--- src/rtl/dcc_apt_pkg.sv ---
// shared types, constants and register defaults for the dcc accessory packet transmitter
// no dependencies; imported by every module of the block

package dcc_apt_pkg;

    // packet store and field widths
    localparam int PKT_BYTES   = 4;
    localparam int IDX_W       = $clog2(PKT_BYTES);
    localparam int LEN_W       = 3;
    localparam int INTERVAL_W  = 16;
    localparam int PRE_W       = 6;
    localparam int RPT_W       = 4;
    localparam int ADDR_W      = 11;
    localparam int LED_W       = 3;
    localparam int CFG_IDX_W   = 2;

    // command queue between front and back
    localparam int QUEUE_DEPTH = 2;
    localparam int QPTR_W      = $clog2(QUEUE_DEPTH);
    localparam int QCNT_W      = $clog2(QUEUE_DEPTH + 1);

    // register defaults after reset
    localparam logic [INTERVAL_W-1:0] ONE_INTERVAL_RST  = 16'd58;
    localparam logic [INTERVAL_W-1:0] ZERO_INTERVAL_RST = 16'd100;
    localparam logic [PRE_W-1:0]      PREAMBLE_RST      = 6'd16;
    localparam logic [RPT_W-1:0]      REPEAT_RST        = 4'd3;

    // accessory packet bit patterns
    localparam logic [7:0] ACC_MARK      = 8'h80;
    localparam logic [7:0] TURNOUT_FIXED = 8'h88;
    localparam logic [7:0] FIRST_BIT     = 8'h80;

    // data byte counts of the two packet kinds (checksum comes on top)
    localparam logic [LEN_W-1:0] TURNOUT_DATA_LEN = 3'd2;
    localparam logic [LEN_W-1:0] SIGNAL_DATA_LEN  = 3'd3;

    // operation codes on the input stream
    typedef enum logic [1:0] {
        OP_TICK    = 2'd0,
        OP_TURNOUT = 2'd1,
        OP_SIGNAL  = 2'd2,
        OP_NONE    = 2'd3
    } t_op;

    // configuration register indexes
    typedef enum logic [CFG_IDX_W-1:0] {
        CFG_ONE_INTERVAL  = 2'd0,
        CFG_ZERO_INTERVAL = 2'd1,
        CFG_PREAMBLE_BITS = 2'd2,
        CFG_REPEAT_COUNT  = 2'd3
    } t_cfg_idx;

    // classified command kinds handed to the back end
    typedef enum logic [1:0] {
        KIND_TICK   = 2'd0,
        KIND_LOAD   = 2'd1,
        KIND_IGNORE = 2'd2
    } t_kind;

    // one classified command
    typedef struct packed {
        t_kind                      kind;
        logic [PKT_BYTES-1:0][7:0]  bytes;
        logic [LEN_W-1:0]           len;
    } t_cmd;

    // one result transaction
    typedef struct packed {
        logic                  pending;
        logic                  accepted;
        logic [INTERVAL_W-1:0] timer;
        logic                  rail;
    } t_result;

endpackage

--- src/rtl/dcc_accessory_packet_transmitter.sv ---
// top level of the dcc accessory packet transmitter
// depends on dcc_apt_pkg, dcc_apt_front, dcc_apt_queue and dcc_apt_back

// Takes one transaction per clock cycle on the slave stream when the downstream side keeps
// up: every tick or load produces exactly one result transaction; once taken, it passes
// through the two-entry command queue and then the result register. The back end sets the
// rate, applying one command per cycle to the bit sequencer state while its result register
// is free or being read; a stalled master side fills the queue and then holds s_axis_tready
// low. Loads are refused (load_accepted low) while a packet is still being sent or repeated.
// Configuration writes take effect on the next cycle and are meant for idle periods only.

module dcc_accessory_packet_transmitter
    import dcc_apt_pkg::*;
(
    input  logic                  i_clk,
    input  logic                  i_rst_n,
    // configuration
    input  logic                  i_cfg_we,
    input  logic [CFG_IDX_W-1:0]  i_cfg_index,
    input  logic [INTERVAL_W-1:0] i_cfg_data,
    // command stream
    input  logic                  s_axis_tvalid,
    output logic                  s_axis_tready,
    input  logic [15:0]           s_axis_tdata,  // device_address[10:0], direction, led_index[2:0], led_on
    input  logic [1:0]            s_axis_tuser,  // operation[1:0]
    // result stream
    output logic                  m_axis_tvalid,
    input  logic                  m_axis_tready,
    output logic [23:0]           m_axis_tdata   // rail_level, timer_value[15:0], load_accepted, packet_pending, zero fill
);

    t_cmd    w_front_cmd;
    t_cmd    w_head_cmd;
    logic    w_full;
    logic    w_empty;
    logic    w_pop;
    logic    w_push;
    t_result w_res;

    assign s_axis_tready = !w_full;
    assign w_push        = s_axis_tvalid && !w_full;

    // classification and packet building
    dcc_apt_front u_front (
        .i_op      (s_axis_tuser),
        .i_addr    (s_axis_tdata[10:0]),
        .i_dir     (s_axis_tdata[11]),
        .i_led_idx (s_axis_tdata[14:12]),
        .i_led_on  (s_axis_tdata[15]),
        .o_cmd     (w_front_cmd)
    );

    // decoupling queue
    dcc_apt_queue u_queue (
        .i_clk   (i_clk),
        .i_rst_n (i_rst_n),
        .i_push  (w_push),
        .i_data  (w_front_cmd),
        .o_full  (w_full),
        .i_pop   (w_pop),
        .o_empty (w_empty),
        .o_data  (w_head_cmd)
    );

    // sequencer and result register
    dcc_apt_back u_back (
        .i_clk       (i_clk),
        .i_rst_n     (i_rst_n),
        .i_cfg_we    (i_cfg_we),
        .i_cfg_index (i_cfg_index),
        .i_cfg_data  (i_cfg_data),
        .i_cmd_valid (!w_empty),
        .i_cmd       (w_head_cmd),
        .o_pop       (w_pop),
        .o_res_valid (m_axis_tvalid),
        .o_res       (w_res),
        .i_res_ready (m_axis_tready)
    );

    // result packing, first field in the lowest bit
    assign m_axis_tdata = {5'b00000, w_res.pending, w_res.accepted, w_res.timer, w_res.rail};

endmodule

--- src/rtl/dcc_apt_front.sv ---
// front end: decodes the operation and builds packet bytes plus xor checksum
// depends on dcc_apt_pkg

module dcc_apt_front
    import dcc_apt_pkg::*;
(
    input  logic [1:0]        i_op,
    input  logic [ADDR_W-1:0] i_addr,
    input  logic              i_dir,
    input  logic [LED_W-1:0]  i_led_idx,
    input  logic              i_led_on,
    output t_cmd              o_cmd
);

    logic [15:0] w_t;
    logic [7:0]  w_b0;
    logic [7:0]  w_b1;
    logic [7:0]  w_b2;
    t_op         w_op;

    assign w_op = t_op'(i_op);
    // turnout temporary: address with direction in bit 15, minus one
    assign w_t  = {i_dir, 4'b0000, i_addr} - 16'd1;

    // byte assembly per command kind
    always_comb begin
        o_cmd       = '0;
        o_cmd.kind  = KIND_IGNORE;
        w_b0        = '0;
        w_b1        = '0;
        w_b2        = '0;
        unique case (w_op)
            OP_TICK: begin
                o_cmd.kind = KIND_TICK;
            end
            OP_TURNOUT: begin
                w_b0 = ACC_MARK | {2'b00, w_t[7:2] + 6'd1};
                w_b1 = {~w_t[11:8], 4'b0000} | TURNOUT_FIXED | {5'b00000, w_t[1:0], i_dir};
                o_cmd.kind     = KIND_LOAD;
                o_cmd.bytes[0] = w_b0;
                o_cmd.bytes[1] = w_b1;
                o_cmd.bytes[2] = w_b0 ^ w_b1;
                o_cmd.len      = TURNOUT_DATA_LEN + 3'd1;
            end
            OP_SIGNAL: begin
                w_b0 = ACC_MARK | {2'b00, i_addr[5:0]};
                w_b1 = {1'b0, i_addr[10:8], 1'b0, i_addr[7:6], 1'b1};
                w_b2 = ACC_MARK | {4'b0000, i_led_on, i_led_idx};
                o_cmd.kind     = KIND_LOAD;
                o_cmd.bytes[0] = w_b0;
                o_cmd.bytes[1] = w_b1;
                o_cmd.bytes[2] = w_b2;
                o_cmd.bytes[3] = w_b0 ^ w_b1 ^ w_b2;
                o_cmd.len      = SIGNAL_DATA_LEN + 3'd1;
            end
            OP_NONE: begin
                o_cmd.kind = KIND_IGNORE;
            end
            default: begin
                o_cmd.kind = KIND_IGNORE;
            end
        endcase
    end

endmodule

--- src/rtl/dcc_apt_queue.sv ---
// short command queue between front and back end
// depends on dcc_apt_pkg

module dcc_apt_queue
    import dcc_apt_pkg::*;
(
    input  logic i_clk,
    input  logic i_rst_n,
    input  logic i_push,
    input  t_cmd i_data,
    output logic o_full,
    input  logic i_pop,
    output logic o_empty,
    output t_cmd o_data
);

    t_cmd              r_mem [QUEUE_DEPTH];
    logic [QPTR_W-1:0] r_wr_ptr;
    logic [QPTR_W-1:0] r_rd_ptr;
    logic [QCNT_W-1:0] r_count;

    assign o_full  = (r_count == QCNT_W'(QUEUE_DEPTH));
    assign o_empty = (r_count == '0);
    assign o_data  = r_mem[r_rd_ptr];

    // storage
    always_ff @(posedge i_clk) begin
        if (i_push) begin
            r_mem[r_wr_ptr] <= i_data;
        end
    end

    // pointers and fill count
    always_ff @(posedge i_clk) begin
        if (!i_rst_n) begin
            r_wr_ptr <= '0;
            r_rd_ptr <= '0;
            r_count  <= '0;
        end else begin
            if (i_push) begin
                r_wr_ptr <= r_wr_ptr + QPTR_W'(1);
            end
            if (i_pop) begin
                r_rd_ptr <= r_rd_ptr + QPTR_W'(1);
            end
            r_count <= r_count + QCNT_W'(i_push) - QCNT_W'(i_pop);
        end
    end

    // never written when full, never read when empty
    a_no_overflow: assert property (@(posedge i_clk) disable iff (!i_rst_n)
        o_full |-> !i_push)
        else $error("queue written while full");

    a_no_underflow: assert property (@(posedge i_clk) disable iff (!i_rst_n)
        o_empty |-> !i_pop)
        else $error("queue read while empty");

    a_count_step: assert property (@(posedge i_clk) disable iff (!i_rst_n)
        (i_push && !i_pop) |=> (r_count == $past(r_count) + QCNT_W'(1)))
        else $error("queue count did not follow a push");

endmodule

--- src/rtl/dcc_apt_back.sv ---
// back end: configuration registers, bit sequencer state and result register
// depends on dcc_apt_pkg

module dcc_apt_back
    import dcc_apt_pkg::*;
(
    input  logic                  i_clk,
    input  logic                  i_rst_n,
    input  logic                  i_cfg_we,
    input  logic [CFG_IDX_W-1:0]  i_cfg_index,
    input  logic [INTERVAL_W-1:0] i_cfg_data,
    input  logic                  i_cmd_valid,
    input  t_cmd                  i_cmd,
    output logic                  o_pop,
    output logic                  o_res_valid,
    output t_result               o_res,
    input  logic                  i_res_ready
);

    // configuration
    logic [INTERVAL_W-1:0] r_one_interval;
    logic [INTERVAL_W-1:0] r_zero_interval;
    logic [PRE_W-1:0]      r_preamble_bits;
    logic [RPT_W-1:0]      r_repeat_count;

    // sequencer state
    logic                      r_half_phase, n_half_phase;
    logic [INTERVAL_W-1:0]     r_bit_interval, n_bit_interval;
    logic [PKT_BYTES-1:0][7:0] r_pkt, n_pkt;
    logic [LEN_W-1:0]          r_len, n_len;
    logic [LEN_W-1:0]          r_byte_idx, n_byte_idx;
    logic [7:0]                r_bit_mask, n_bit_mask;
    logic [PRE_W-1:0]          r_preamble_left, n_preamble_left;
    logic [RPT_W-1:0]          r_repeats_left, n_repeats_left;
    logic                      r_ready, n_ready;

    // result register
    logic    r_res_valid;
    t_result r_res, n_res;

    logic [7:0] w_cur;
    logic [7:0] w_mask_next;

    assign o_pop       = i_cmd_valid && (!r_res_valid || i_res_ready);
    assign o_res_valid = r_res_valid;
    assign o_res       = r_res;

    // current packet byte
    assign w_cur = (r_byte_idx < LEN_W'(PKT_BYTES)) ? r_pkt[r_byte_idx[IDX_W-1:0]] : 8'h00;
    assign w_mask_next = r_bit_mask >> 1;

    // configuration writes
    always_ff @(posedge i_clk) begin
        if (!i_rst_n) begin
            r_one_interval  <= ONE_INTERVAL_RST;
            r_zero_interval <= ZERO_INTERVAL_RST;
            r_preamble_bits <= PREAMBLE_RST;
            r_repeat_count  <= REPEAT_RST;
        end else if (i_cfg_we) begin
            unique case (t_cfg_idx'(i_cfg_index))
                CFG_ONE_INTERVAL:  r_one_interval  <= i_cfg_data;
                CFG_ZERO_INTERVAL: r_zero_interval <= i_cfg_data;
                CFG_PREAMBLE_BITS: r_preamble_bits <= i_cfg_data[PRE_W-1:0];
                CFG_REPEAT_COUNT:  r_repeat_count  <= i_cfg_data[RPT_W-1:0];
                default: ;
            endcase
        end
    end

    // next state and result for the command at the queue head
    always_comb begin
        n_half_phase    = r_half_phase;
        n_bit_interval  = r_bit_interval;
        n_pkt           = r_pkt;
        n_len           = r_len;
        n_byte_idx      = r_byte_idx;
        n_bit_mask      = r_bit_mask;
        n_preamble_left = r_preamble_left;
        n_repeats_left  = r_repeats_left;
        n_ready         = r_ready;
        n_res           = '0;

        unique case (i_cmd.kind)
            KIND_TICK: begin
                n_res.timer = r_bit_interval;
                if (r_half_phase) begin
                    n_res.rail   = 1'b1;
                    n_half_phase = 1'b0;
                end else begin
                    n_half_phase   = 1'b1;
                    n_bit_interval = r_one_interval;
                    // pick the next bit: preamble, start bit, data bit or packet end
                    if (r_preamble_left != '0) begin
                        n_preamble_left = r_preamble_left - PRE_W'(1);
                    end else if (r_ready) begin
                        if (r_byte_idx != r_len) begin
                            if (r_bit_mask == '0) begin
                                n_bit_interval = r_zero_interval;
                                n_bit_mask     = FIRST_BIT;
                            end else begin
                                n_bit_interval = ((w_cur & r_bit_mask) != '0) ?
                                                 r_one_interval : r_zero_interval;
                                n_bit_mask = w_mask_next;
                                if (w_mask_next == '0) begin
                                    n_byte_idx = r_byte_idx + LEN_W'(1);
                                end
                            end
                        end else begin
                            n_preamble_left = r_preamble_bits;
                            n_byte_idx      = '0;
                            if (r_repeats_left != '0) begin
                                n_repeats_left = r_repeats_left - RPT_W'(1);
                            end else begin
                                n_len   = '0;
                                n_ready = 1'b0;
                            end
                        end
                    end
                end
            end
            KIND_LOAD: begin
                if (!r_ready) begin
                    n_res.accepted = 1'b1;
                    n_pkt          = i_cmd.bytes;
                    n_len          = i_cmd.len;
                    n_byte_idx     = '0;
                    n_bit_mask     = '0;
                    n_repeats_left = r_repeat_count;
                    n_ready        = 1'b1;
                end
            end
            KIND_IGNORE: ;
            default: ;
        endcase
        n_res.pending = n_ready;
    end

    // control state
    always_ff @(posedge i_clk) begin
        if (!i_rst_n) begin
            r_half_phase    <= 1'b0;
            r_bit_interval  <= ONE_INTERVAL_RST;
            r_len           <= '0;
            r_byte_idx      <= '0;
            r_bit_mask      <= '0;
            r_preamble_left <= PREAMBLE_RST;
            r_repeats_left  <= '0;
            r_ready         <= 1'b0;
            r_res_valid     <= 1'b0;
        end else begin
            if (o_pop) begin
                r_half_phase    <= n_half_phase;
                r_bit_interval  <= n_bit_interval;
                r_len           <= n_len;
                r_byte_idx      <= n_byte_idx;
                r_bit_mask      <= n_bit_mask;
                r_preamble_left <= n_preamble_left;
                r_repeats_left  <= n_repeats_left;
                r_ready         <= n_ready;
                r_res_valid     <= 1'b1;
            end else if (i_res_ready) begin
                r_res_valid <= 1'b0;
            end
        end
    end

    // packet bytes and result payload
    always_ff @(posedge i_clk) begin
        if (o_pop) begin
            r_pkt <= n_pkt;
            r_res <= n_res;
        end
    end

    a_idle_no_length: assert property (@(posedge i_clk) disable iff (!i_rst_n)
        !r_ready |-> (r_len == '0))
        else $error("packet length left over while no packet pending");

    a_length_legal: assert property (@(posedge i_clk) disable iff (!i_rst_n)
        r_ready |-> ((r_len == TURNOUT_DATA_LEN + 3'd1) || (r_len == SIGNAL_DATA_LEN + 3'd1)))
        else $error("pending packet has an illegal length");

    a_index_in_packet: assert property (@(posedge i_clk) disable iff (!i_rst_n)
        r_ready |-> (r_byte_idx <= r_len))
        else $error("byte index ran past the packet");

    a_load_sets_ready: assert property (@(posedge i_clk) disable iff (!i_rst_n)
        (o_pop && (i_cmd.kind == KIND_LOAD) && !r_ready) |=> (r_ready && r_res.accepted))
        else $error("accepted load did not mark a packet pending");

endmodule
--- config.mk ---
export PLATFORM = sky130hd
export DESIGN_NAME = dcc_accessory_packet_transmitter
export DESIGN_NICKNAME = d
export VERILOG_FILES = /design/src/rtl/dcc_apt_pkg.sv /design/src/rtl/dcc_accessory_packet_transmitter.sv /design/src/rtl/dcc_apt_front.sv /design/src/rtl/dcc_apt_queue.sv /design/src/rtl/dcc_apt_back.sv
export SDC_FILE = /design/constraint.sdc
export NUM_CORES = 1
export LEC_CHECK = 0
export BUFFER_PORTS_ARGS = -buffer_cell sky130_fd_sc_hd__buf_2
export CORE_MARGIN = 1
export CORE_UTILIZATION = 35
export CTS_BUF_LIST = sky130_fd_sc_hd__clkbuf_8
export DETAILED_ROUTE_END_ITERATION = 6
export PLACE_DENSITY = 0.59
export SLEW_MARGIN = 15
export SYNTH_ARGS = -nofsm -noshare
export SYNTH_HDL_FRONTEND = slang
export SYNTH_HIERARCHICAL = 1
export SYNTH_SLANG_ARGS = --single-unit
--- constraint.sdc ---
create_clock -name i_clk -period 4.3 [get_ports i_clk]
set_clock_uncertainty 0.15 [all_clocks]
set_input_delay 0.215 -clock i_clk [delete_from_list [all_inputs] [get_ports i_clk]]
set_output_delay 0.215 -clock i_clk [all_outputs]
set_load 0.02 [all_outputs]
Word level (Yosys, flattened, before mapping)
Memory sizes are Yosys's and may differ from the RTL's. A register that Yosys moved wholly into a read port is not among the register bits.
Cells that the tools add are included.
{"block": "totals", "ff_bits": 140, "ramBits": 74, "in_bits": 41, "output_inout_bits": 26, "wordCells": 153, "memories": 1}
{"memory": "u_queue.r_mem", "words": 2, "width": 37, "read_ports": 1, "rd_clocked_by_memory_dff": 1, "write_ports": 1, "line": "dcc_apt_queue.sv:17", "rtl": "t_cmd r_mem [QUEUE_DEPTH];"}
{"block": "classes", "n_addsub": 9, "magnitude_cmp": 2, "eq_ne": 20, "muxes": 58, "n_bitwise": 8, "n_reduce_logical": 31}
{"op": "2-to-1 mux 16 bit", "n": 5}
{"op": "2-to-1 mux 8 bit", "n": 9}
{"op": "one-hot mux 27 bit (2 select lines)", "n": 1}
{"op": "2-to-1 mux 3 bit", "n": 13}
{"op": "2-to-1 mux 4 bit", "n": 6}
{"op": "AND reduction 8 bit", "n": 3}
{"op": "2-to-1 mux 6 bit", "n": 3}
{"op": "binary-select mux 8 bit (select 2 bit)", "n": 1}
{"op": "zero test 8 bit", "n": 2}
{"op": "one-hot mux 8 bit (2 select lines)", "n": 1}
{"op": "bitwise XOR 8 bit", "n": 2}
{"op": "2-to-1 mux 1 bit", "n": 14}
{"op": "one-hot mux 3 bit (2 select lines)", "n": 2}
{"op": "subtractor 11 x 1 -> 11 bit, second input constant", "n": 1}
{"op": "equality test 2 bit, second input constant", "n": 5}
{"op": "!= test 2 bit, second input constant", "n": 5}
{"op": "AND reduction 2 bit", "n": 5}
{"op": "bitwise AND 8 bit", "n": 1}
{"op": "zero test 2 bit", "n": 4}
{"op": "!= test 2 x 1 -> 1 bit, second input constant", "n": 4}
{"op": "OR 8 x 3 -> 8 bit", "n": 1}
{"op": "one-hot mux 4 bit (2 select lines)", "n": 1}
{"op": "nonzero test 8 bit", "n": 1}
{"op": "bitwise XOR 8 x 7 -> 8 bit", "n": 1}
{"op": "26 further kinds", "n": 37}

Depth between registers and ports, before layout
Gate-level depths: netlist (run 1).
{"block": "depth", "depth_word": 10, "ltp_mapped": 11, "mapped_depth_nobuf": 10}

Cells and area by module
The synthesis (run 1) kept the hierarchy.
{"mod": "dcc_apt_back", "instances": 1, "cells_each": 556, "area_per_inst_um2": 5781.8}
{"mod": "dcc_apt_queue", "instances": 1, "cells_each": 136, "area_per_inst_um2": 3047.9}
{"mod": "dcc_apt_front", "instances": 1, "cells_each": 125, "area_per_inst_um2": 814.5}
{"mod": "dcc_accessory_packet_transmitter", "instances": 1, "cells_each": 9, "area_per_inst_um2": 55.1}

Least setup slack after synthesis (run 1)
OpenSTA, ideal clock, no wires.
{"block": "synth_timing", "path_kind": "reg-to-reg", "startpoint": "register (tool-made name)", "endpoint": "register u_back/r_pkt[0] (netlist name) (enable)", "setup_ns": 0.461, "arrival_time_ns": 3.447, "t_required_ns": 3.689, "setup_slack_ns": 0.242, "stages_incl_launch_ff": 6, "n_path_buf": 2, "synth_period_minus_slack_ns": 4.058, "path_cell_list": "dfxtp_1 buf_6 mux2_2 nand2b_1 clkbuf_1 nor3_1"}
{"element": "end signal, assigned", "line": "dcc_apt_back.sv:170", "rtl": "r_pkt <= n_pkt;"}
{"element": "end, declared", "line": "dcc_apt_back.sv:29", "rtl": "logic [PKT_BYTES-1:0][7:0] r_pkt, n_pkt;"}

Worst setup path in the final report (run 1)
{"block": "layout_timing", "startpoint": "register u_back.r_byte_idx[0]", "endpoint": "register u_back.r_bit_interval[4]"}
{"block": "layout_via", "elab_chain_cells": 10, "elab_cells_between_ends": 12, "classes_between": "1 x order compare; 1 x eq/ne; 8 x mux; 1 x bitwise; 1 x reduce/logical"}
{"element": "start, declared", "line": "dcc_apt_back.sv:31", "rtl": "logic [LEN_W-1:0] r_byte_idx, n_byte_idx;"}
{"element": "start signal, assigned", "line": "dcc_apt_back.sv:155", "rtl": "r_byte_idx <= n_byte_idx;"}
{"element": "binary-select mux 8 bit (select 2 bit)", "line": "dcc_apt_back.sv:49", "rtl": "assign w_cur = (r_byte_idx < LEN_W'(PKT_BYTES)) ? r_pkt[r_byte_idx[IDX_W-1:0]] : 8'h00;"}
{"element": "2-to-1 mux 8 bit (implied by the code)", "line": "dcc_apt_back.sv:49"}
{"element": "2-to-1 mux 8 bit", "line": "dcc_apt_back.sv:49"}
{"element": "bitwise AND 8 bit", "line": "dcc_apt_back.sv:101", "rtl": "n_bit_interval = ((w_cur & r_bit_mask) != '0) ?"}
{"element": "nonzero test 8 bit", "line": "dcc_apt_back.sv:101"}
{"element": "2-to-1 mux 16 bit", "line": "dcc_apt_back.sv:101"}
{"element": "2-to-1 mux 16 bit", "line": "dcc_apt_back.sv:97", "rtl": "if (r_bit_mask == '0) begin"}
{"element": "2-to-1 mux 16 bit (*)", "line": "dcc_apt_back.sv:96", "rtl": "if (r_byte_idx != r_len) begin"}
{"element": "2-to-1 mux 16 bit (*)", "line": "dcc_apt_back.sv:95", "rtl": "end else if (r_ready) begin"}
{"element": "2-to-1 mux 16 bit (*)", "line": "dcc_apt_back.sv:93", "rtl": "if (r_preamble_left != '0) begin"}
{"element": "end signal, assigned", "line": "dcc_apt_back.sv:153", "rtl": "r_bit_interval <= n_bit_interval;"}
{"element": "end, declared", "line": "dcc_apt_back.sv:28", "rtl": "logic [INTERVAL_W-1:0] r_bit_interval, n_bit_interval;"}
Mark *: on every way between the ends. The rest lies on a longest branch, timed or not. The select of a mux whose other input is x is not followed.
A chain may end at the register's enable or synchronous reset.

==> results.sh, run 1 <==
export IMPL_status="finished, final reports clean"
export IMPL_port_buffers=61
export IMPL_synth_seq_area_share_pct=57.28
export IMPL_area_growth_pct=15.60
export IMPL_clock_sinks=215
export IMPL_period_needed_ps=3125
export IMPL_yosysWarnings=6
export IMPL_clk_pin_slew_ps=60
export IMPL_cp_slowest_cell="dfxtp_1"
export IMPL_worst_ir_drop_vdd_mv=0.1662
export IMPL_cp_cell_sequence="mux4_2 -> a22oi_1 -> nand4_1 -> o221ai_2 -> nand2_1 -> a211oi_1"
export IMPL_register_area_mm2=0.005557
export IMPL_grtUsageTotal_pct=13.96
export IMPL_nNetsFinal=966
export IMPL_timing_slew_headroom_pct=41.39
export IMPL_switching_share_pct=30.46
export IMPL_layout_drive_gt1_share_pct=19.57
export IMPL_diodes=0
export IMPL_crit_type="reg -> reg"
export IMPL_clock_path_buffers=3
export IMPL_ys_flop_type="edfxtp_1"
export IMPL_cts_tree="built"
export IMPL_grt_pass1_wl_um=31560
export IMPL_internal_power_mw=4.087
export IMPL_grt_ovfl_total=0
export IMPL_ctsHoldBuffers=26
export IMPL_rsz0062_at_grt="no"
export IMPL_ios=67
export IMPL_final_setup_tns_ps=0
export IMPL_slowest_delay_ps=720
export IMPL_cap_violations=0
export IMPL_dpl_hpwl_um=12440
export IMPL_finalHoldViolations=0
export IMPL_leakagePower_nw=4.169
export IMPL_synth_area_top_cells="edfxtp_1, dfxtp_1, mux2_4, nand2_1, a21boi_0"
export IMPL_drt_iter0_drc=402
export IMPL_slew_violations=0
export IMPL_synth_top_area_cell="edfxtp_1"
export IMPL_via_per_inst=4.811
export IMPL_power_density_mw_per_mm2=524.1
export IMPL_hp_class="in -> reg"
export IMPL_die_h_um=168.5
export IMPL_post_route_drc_count=0
export IMPL_start_util_pct=35.79
export IMPL_grt_pass1_vias=6166
export IMPL_max_freq_mhz=320.0
export IMPL_ys_ff_latch=215
export IMPL_min_period_over_period_pct=72.67
export IMPL_n_fill_cell=2582
export IMPL_synthCells=826
export IMPL_fin_area_mm2=0.01121
export IMPL_reg2reg_depth=6
export IMPL_syn_cell_area_mm2=0.009699
export IMPL_antenna_found_initial=0
export IMPL_timing_rr_end="u_back/r_bit_interval[4]$_SDFFE_PN1P_"
export IMPL_numCtsBuffers=38
export IMPL_num_rows=60
export IMPL_worstHoldPathCells=3
export IMPL_ys_types=69
export IMPL_synth_edf_count=125
export IMPL_core_mm2=0.02710
export IMPL_ant_nets=0
export IMPL_synthArstFlopShare_pct=0
export IMPL_post_cts_buffers=0
export IMPL_critPathLaunchType="flop"
export IMPL_gp_congestion=0.7913
export IMPL_dr_pass1_iters=5
export IMPL_cts_resized=0
export IMPL_multi_input_area_mm2=0.003766
export IMPL_power_switching_mw=1.790
export IMPL_crit_required_ps=4580
export IMPL_min_from="s_axis_tdata[4]"
export IMPL_path_max_fanout=13
export IMPL_routed_wl_um=19530
export IMPL_critical_path_arrival_ps=3400
export IMPL_root_buffer="clkbuf_8"
export IMPL_min_to="u_queue/r_mem[1][7]$_DFFE_PP_"
export IMPL_dieArea_mm2=0.02838
export IMPL_clock_latency_ps=540
export IMPL_r2r_start="u_back/r_byte_idx[0]$_SDFFE_PN0P_"
export IMPL_hold_ws_ps=33.49
export IMPL_wl_per_cell_um=14.89
export IMPL_p_clk_share_pct=28.5
export IMPL_via_count=6312
export IMPL_syn_area_per_cell_um2=11.74
export IMPL_die_w_um=168.5
export IMPL_dpl_cell_area_mm2=0.01025
export IMPL_htreeDepth=2
export IMPL_seqPwrFrac_pct=47.0
export IMPL_worst_pin_slew_ps=879.2
export IMPL_grt_max_degree=54
export IMPL_setup_violations_final=0
export IMPL_synth_top_area_share_pct=38.70
export IMPL_r2r_slack_ps=1180
export IMPL_crit_path_end_kind="flop"
export IMPL_power_frac_comb_pct=24.5
metal layers:
metal / GRT usage (%) / vias up / share of wire [%]
li1: - / 3124 / -
met2: 23.99 / 147 / 47
met4: 5.534 / 0 / 2.4
met3: 2.619 / 38 / 4.4
met1: 17.29 / 3003 / 46
met5: 0 / - / 0
state kept, by name, summed over array words and instances, names as in the netlist, 6 cells and up, named ones only:
| signal | flops |
|---|---|
| u_queue/r_mem | 74 |
| u_back/r_pkt | 32 |
| u_back/o_res | 19 |
| u_back/r_bit_interval | 16 |
| u_back/r_one_interval | 16 |
| u_back/r_zero_interval | 16 |
| u_back/r_bit_mask | 8 |
| u_back/r_preamble_bits | 6 |
| u_back/r_preamble_left | 6 |
critical path: cells and delay by family (launching register included):
kind / cells / cell delay (ps)
and+or+nand+nor: 2 / 430
muxes: 1 / 580
DFF: 1 / 720
AOI/OAI and AO/OA: 3 / 1150
power groups by stage:
stage | registers [mW] | logic [mW] | clock network [mW]
floorplan | 2.86 | 1.04 | 0
global placement | 2.80 | 1.41 | 0
detailed placement | 2.81 | 1.43 | 0
CTS | 2.77 | 1.45 | 1.74
global route | 2.80 | 1.60 | 1.83
finish | 2.76 | 1.44 | 1.67
cell usage after synthesis, drive strengths merged (3+ instances only):
cell type  count
xnor2         19
nor3b         13
xor2           8
nand2b         5
nor2          35
a21boi        44
o21ai         37
o21a           5
mux2i         11
a211oi         5
inv           21
or2            3
ha            12
nand3b         7
a31oi         13
clkbuf        32
nand3         36
a22oi         12
mux2          39
and3           5
edfxtp       125
nor3          14
nand2        108
nor2b         17
and2          31
mux4           7
a21oi         12
dfxtp         90
buf           25
nor4           4
kinds of logic after synthesis:
logic type               count (synthesis)  share of synthesized area (%)
adder cells (fa/ha/maj)                 12                          1.548
other                                    2                        0.07743
AO/OA/AOI/OAI                          146                          10.41
buffers and inverters                   78                          4.386
AND/OR/NAND/NOR                        287                          14.95
XOR/XNOR                                29                          2.902
multiplexers                            57                          8.449
flip-flops                             215                          57.28
how the worst max path moves through the flow:
stage	from	to	slack, ps	depth (start not counted)
after floorplan	flop	u_back/r_pkt[0]$_DFFE_PP_	240	5
after global placement	u_back/r_byte_idx[0]$_SDFFE_PN0P_	u_back/r_bit_interval[4]$_SDFFE_PN1P_	1240	6
after detailed placement	u_back/r_byte_idx[0]$_SDFFE_PN0P_	u_back/r_bit_interval[4]$_SDFFE_PN1P_	1140	6
after CTS	u_back/r_byte_idx[0]$_SDFFE_PN0P_	u_back/r_bit_interval[4]$_SDFFE_PN1P_	1120	6
after global routing	u_back/r_byte_idx[0]$_SDFFE_PN0P_	u_back/r_bit_interval[4]$_SDFFE_PN1P_	890	6
final	u_back/r_byte_idx[0]$_SDFFE_PN0P_	u_back/r_bit_interval[4]$_SDFFE_PN1P_	1180	6
cells in the final DEF (no fill, tap or decap), types with 9 or more instances in the layout:
| cell type | instances |
|---|---|
| xnor2_1 | 19 |
| nor2b_1 | 16 |
| clkbuf_8 | 40 |
| dlygate4sd3_1 | 26 |
| buf_4 | 11 |
| o21ai_1 | 12 |
| dfxtp_1 | 89 |
| a22oi_1 | 12 |
| inv_1 | 34 |
| edfxtp_1 | 125 |
| buf_2 | 61 |
| mux2_4 | 30 |
| nand3_1 | 36 |
| nor3b_1 | 12 |
| mux2i_1 | 11 |
| a21oi_1 | 12 |
| a21boi_0 | 40 |
| and2_1 | 31 |
| ha_1 | 12 |
| nor3_1 | 10 |
| a31oi_1 | 12 |
| nand2_1 | 108 |
| mux2_2 | 9 |
| nor2_1 | 35 |
| o21ai_0 | 24 |
stage by stage:
stage          util [%]  setup WS (ps)  power [mW]  instances
2_1_floorplan         -          242.4       3.901        831
3_3_place_gp      37.82           1240       4.207       1218
3_5_place_dp      37.82           1145       4.235       1218
4_1_cts           41.27           1119       5.958       1311
5_1_grt           41.37          886.1       6.228       1312
6_report          41.37           1175       5.877       1312
cell type report:
class | instances | area share (%)
clock buffer | 40 | 4.910
clock inverter | 27 | 1.127
inverter | 21 | 0.7030
multi-input combinational | 538 | 33.59
sequential | 215 | 49.56
tap | 372 | 4.151
timing repair buffer | 99 | 5.959
Note: power is estimated with default switching activity, not from simulation.
==> run 2, diff against run 1 <==
==> constraint.sdc (replaced) <==
create_clock -name i_clk -period 2.77 [get_ports i_clk]
set_clock_uncertainty 0.15 [all_clocks]
set_input_delay 0.1385 -clock i_clk [delete_from_list [all_inputs] [get_ports i_clk]]
set_output_delay 0.1385 -clock i_clk [all_outputs]
set_load 0.02 [all_outputs]
==> run 2 against run 1 <==
Net effect:
- critical path depth grew 1
- worst hold slack gained 18 ps
- critical path type unchanged
- global-route usage grew 0.14 points
- clock power grew 61%
- core utilization grew 1.1 points
==> results.sh, run 2 (synthesis results as in run 1) <==
export IMPL_status="finished, final reports clean"
export IMPL_hold_ws_ps=51.13
export IMPL_port_buffers=61
export IMPL_worst_pin_slew_ps=830.8
export IMPL_num_rows=60
export IMPL_final_common_cell="edfxtp_1"
export IMPL_max_freq_mhz=421.4
export IMPL_cap_violations=0
export IMPL_timing_slew_headroom_pct=44.45
export IMPL_grtUsageTotal_pct=14.09
export IMPL_cts_resized=0
export IMPL_critPathLaunchType="flop"
export IMPL_area_growth_pct=18.67
export IMPL_start_util_pct=35.79
export IMPL_slew_violations=0
export IMPL_drt_iter0_drc=391
export IMPL_crit_required_ps=3020
export IMPL_final_setup_tns_ps=0
export IMPL_largest_reg_flops=74
export IMPL_r2r_slack_ps=400
export IMPL_die_h_um=168.5
export IMPL_endpoint="u_back/r_bit_interval[14]$_SDFFE_PN0P_"
export IMPL_r2r_start="u_back/r_byte_idx[0]$_SDFFE_PN0P_"
export IMPL_root_buffer="clkbuf_8"
export IMPL_via_per_inst=4.791
export IMPL_power_density_mw_per_mm2=809.5
export IMPL_layout_common_cells="edfxtp_1, nand2_1, dfxtp_1, buf_2, clkbuf_8"
export IMPL_ctsHoldBuffers=38
export IMPL_clock_path_buffers=3
export IMPL_die_w_um=168.5
export IMPL_cts_tree="built"
export IMPL_clock_sinks=215
export IMPL_grt_pass1_wl_um=32110
export IMPL_final_cells=1342
export IMPL_path_max_fanout=16
export IMPL_place_inst=1235
export IMPL_core_mm2=0.02710
export IMPL_routed_wl_um=19660
export IMPL_dr_pass1_iters=5
export IMPL_clock_latency_ps=520
export IMPL_hp_class="in -> reg"
export IMPL_ant_nets=0
export IMPL_worst_ir_drop_vdd_mv=0.2836
export IMPL_crit_type="reg -> reg"
export IMPL_totalPowerFinal_mw=9.317
export IMPL_critical_path_arrival_ps=2620
export IMPL_dieArea_mm2=0.02838
export IMPL_post_cts_buffers=0
export IMPL_clk_pin_slew_ps=60
export IMPL_reg2reg_depth=7
export IMPL_crit_start="u_back/r_byte_idx[0]$_SDFFE_PN0P_"
export IMPL_leakagePower_nw=4.309
export IMPL_grt_pass1_vias=6269
export IMPL_finalHoldViolations=0
export IMPL_gp_congestion=0.7629
export IMPL_via_count=6429
export IMPL_ios=67
export IMPL_antenna_found_initial=0
export IMPL_wl_per_cell_um=14.65
export IMPL_regMostFlops="u_queue/r_mem"
export IMPL_period_needed_ps=2373
export IMPL_min_period_over_period_pct=85.66
export IMPL_diodes=0
export IMPL_timing_rr_end="u_back/r_bit_interval[14]$_SDFFE_PN0P_"
export IMPL_crit_path_end_kind="flop"
export IMPL_layout_drive_gt1_share_pct=20.72
export IMPL_grt_max_degree=97
export IMPL_rsz0062_at_grt="no"
export IMPL_numCtsBuffers=38
export IMPL_post_route_drc_count=0
export IMPL_dpl_hpwl_um=12530
export IMPL_setup_violations_final=0
export IMPL_htreeDepth=2
export IMPL_nNetsFinal=994
export IMPL_grt_ovfl_total=0
run 2: area by class of cell:
type	instances	area, µm²
multi-input combinational	538	3766
clock inverter	28	145.1
timing repair buffer	127	933.4
tap	372	465.4
clock buffer	41	564.3
inverter	21	78.83
sequential	215	5557
fill	2563	15590
run 2: worst min path at each step:
stage                        start                                endpoint  slack [ps]  depth (start not counted)
floorplan                  i_rst_n           u_queue/r_wr_ptr$_SDFFE_PN0P_         110                          1
global placement     i_cfg_data[6]  u_back/r_zero_interval[6]$_SDFFE_PN1P_         240                          3
detailed placement   i_cfg_data[6]  u_back/r_zero_interval[6]$_SDFFE_PN1P_         250                          3
CTS                 i_cfg_index[1]   u_back/r_one_interval[6]$_SDFFE_PN0P_          10                          5
global route        i_cfg_index[1]  u_back/r_one_interval[10]$_SDFFE_PN0P_          50                          5
finish              i_cfg_index[1]   u_back/r_one_interval[6]$_SDFFE_PN0P_          50                          5
run 2: stage by stage:
stage	util, %	instance area, µm²	setup slack [ps]
after floorplan	-	9732	125.2
final	42.47	11510	397.2
after CTS	42.47	11510	381.8
after global routing	42.47	11510	161.4
after detailed placement	38.45	10420	375.9
after global placement	38.45	10420	400.6
run 2: where the power goes:
group	internal [mW]	switching, mW	leakage (nW)
combinational	1.04	1.33	1.99
sequential	4.05	0.211	1.92
clock	1.46	1.23	0.400
run 2: worst max-delay path: stages (launching register included):
cell and delay, ps:
dfxtp_1 330, buf_4 190, mux4_2 510, a22oi_1 190
nand3_1 140, o221a_2 410, o21ai_0 220, a31oi_1 100
run 2: layer usage:
| layer | track usage [%] | routed length [µm] |
|---|---|---|
| met2 | 24.54 | 9392 |
| met1 | 17.49 | 9014 |
| met5 | 0 | 0 |
| met3 | 2.759 | 922 |
| met4 | 4.625 | 335 |
==> run 3, diff against run 2 <==
--- a/config.mk
+++ b/config.mk
@@ -10,7 +10,7 @@
 export CORE_UTILIZATION = 35
 export CTS_BUF_LIST = sky130_fd_sc_hd__clkbuf_8
 export DETAILED_ROUTE_END_ITERATION = 6
-export PLACE_DENSITY = 0.59
+export RECOVER_POWER = 100
 export SLEW_MARGIN = 15
 export SYNTH_ARGS = -nofsm -noshare
 export SYNTH_HDL_FRONTEND = slang
==> run 3 against run 2 <==
Net effect:
- the run now ends with max-capacitance violations, max-slew violations left
- wire length shrank 0.74%
- critical endpoint is now u_back/r_preamble_left[1]$_SDFFE_PN0P_
- maximum frequency shrank 5.3%
- final area shrank 2.2%
- highest routed layer unchanged
==> results.sh, run 3 (synthesis results as in run 1) <==
export IMPL_cp_cell_sequence="mux2_1 -> or2_0 -> or3_1 -> a21oi_1 -> o211ai_1 -> a21boi_0"
export IMPL_die_h_um=168.5
export IMPL_place_ws_ps=327.0
export IMPL_start_util_pct=35.79
export IMPL_max_freq_mhz=399.1
export IMPL_cap_violations=1
export IMPL_slew_violations=97
export IMPL_post_route_drc_count=0
export IMPL_crit_required_ps=3060
export IMPL_dpl_hpwl_um=12270
export IMPL_critPathBufInv=0
export IMPL_grt_pass1_wl_um=32130
export IMPL_ios=67
export IMPL_num_rows=60
export IMPL_grt_ovfl_total=0
export IMPL_die_w_um=168.5
export IMPL_min_period_over_period_pct=90.45
export IMPL_regMostFlops="u_queue/r_mem"
export IMPL_hp_class="in -> reg"
export IMPL_clock_path_buffers=3
export IMPL_violations="max-capacitance violations, max-slew violations"
export IMPL_power_density_mw_per_mm2=809.8
export IMPL_cp_slowest_cell="or3_1"
export IMPL_clock_latency_ps=540
export IMPL_worst_pin_slew_ps=1654
export IMPL_layout_drive_gt1_share_pct=13.73
export IMPL_status="finished, violations left"
export IMPL_port_buffers=61
export IMPL_hold_ws_ps=41.15
export IMPL_final_common_cell="edfxtp_1"
export IMPL_dr_pass1_iters=4
export IMPL_r2r_slack_ps=260
export IMPL_nNetsFinal=992
export IMPL_grtUsageTotal_pct=14.12
export IMPL_critPathTopFamily="compound AO/OA/AOI/OAI gates"
export IMPL_crit_start="u_queue/r_mem[1][36]$_DFFE_PP_"
export IMPL_clock_sinks=215
export IMPL_diodes=0
export IMPL_root_buffer="clkbuf_8"
export IMPL_setup_violations_final=0
export IMPL_dieArea_mm2=0.02838
export IMPL_cts_tree="built"
export IMPL_htreeDepth=2
export IMPL_totalPowerFinal_mw=9.113
export IMPL_area_growth_pct=16.03
export IMPL_final_setup_tns_ps=0
export IMPL_path_max_fanout=8
export IMPL_grt_max_degree=97
export IMPL_n_fill_cell=2589
export IMPL_via_per_inst=4.686
export IMPL_clk_pin_slew_ps=60
export IMPL_routed_wl_um=19520
export IMPL_finalWorstSetupSlack_ps=264.6
export IMPL_critical_path_arrival_ps=2790
export IMPL_min_from="i_cfg_index[1]"
export IMPL_core_mm2=0.02710
export IMPL_fin_area_mm2=0.01125
export IMPL_worst_ir_drop_vdd_mv=0.3108
export IMPL_register_area_mm2=0.005557
export IMPL_crit_path_end_kind="flop"
export IMPL_critPathLaunchType="flop"
export IMPL_numCtsBuffers=38
export IMPL_crit_type="reg -> reg"
export IMPL_gp_congestion=0.7546
export IMPL_rsz0062_at_grt="no"
export IMPL_grt_pass1_vias=6442
export IMPL_cts_resized=0
export IMPL_slowest_delay_ps=460
export IMPL_dpl_cell_area_mm2=0.01040
export IMPL_period_needed_ps=2505
export IMPL_leakagePower_nw=4.092
export IMPL_multi_input_area_mm2=0.003615
export IMPL_timing_slew_headroom_pct=-10.26
export IMPL_wl_per_cell_um=14.55
export IMPL_finalHoldViolations=0
export IMPL_drt_iter0_drc=361
export IMPL_antenna_found_initial=0
export IMPL_largest_reg_flops=74
export IMPL_via_count=6284
export IMPL_r2r_start="u_queue/r_mem[1][36]$_DFFE_PP_"
export IMPL_ant_nets=0
export IMPL_layout_common_cells="edfxtp_1, nand2_1, dfxtp_1, a21boi_0, clkbuf_8"
## run 3: cell types whose count changed in the layout (fill, tap and decap cells not counted), moves of 23 or more
cell      previous run  this run
mux2_1               0        28
and2_1              31         8
buf_2               61        37
mux2_4              30         5
clkbuf_1             0        33
and2_0               0        23
## run 3: path summary, 6_finish.rpt
kind	to	cells past startpoint
max	u_back/r_preamble_left[1]$_SDFFE_PN0P_	6
min	u_back/r_repeat_count[0]$_SDFFE_PN1P_	4
max reg2reg	u_back/r_preamble_left[1]$_SDFFE_PN0P_	6
min reg2reg	u_back/r_one_interval[2]$_SDFFE_PN0P_	2
## run 3: metal layers
| layer | global-route usage (%) | part of all wire [%] | up-vias |
|---|---|---|---|
| met2 | 24.90 | 48 | 142 |
| met3 | 2.806 | 4.2 | 27 |
| met4 | 4.466 | 1.9 | 0 |
| li1 | - | - | 3171 |
| met1 | 17.31 | 46 | 2944 |
| met5 | 0 | 0 | - |
## run 3: tightest hold or removal path, delay by kind of cell
kind	cells	cell delay (ps)
multiplexers	1	120
AND/OR/NAND/NOR	2	300
buffers and inverters	1	130
## run 3: repair_timing
item / 4_1_cts / 5_1_grt
setup buffers: 0 / 0
hold endpoints to repair: 113 / 0
hold buffers: 37 / 0
## run 3: report_power, final
part | total, mW | internal [mW] | switching, mW
Combinational | 2.12 | 0.822 | 1.30
Clock | 2.73 | 1.47 | 1.25
Sequential | 4.27 | 4.05 | 0.211
Total | 9.11 | 6.35 | 2.76
## run 3: layout make-up
| class | count | area share (%) |
|---|---|---|
| repair buffers | 125 | 7.215 |
| multi-input cells | 538 | 32.12 |
| well taps | 372 | 4.136 |
| clock inverters | 29 | 1.445 |
| flip-flops and latches | 215 | 49.37 |
| inverters | 21 | 0.7004 |
| clock buffers | 41 | 5.014 |
## run 3: through the flow
step	utilization, %	std cells
6_report	41.53	1341
5_1_grt	41.53	1341
4_1_cts	42.42	1341
3_5_place_dp	38.37	1234
3_3_place_gp	38.37	1234
2_1_floorplan	-	831
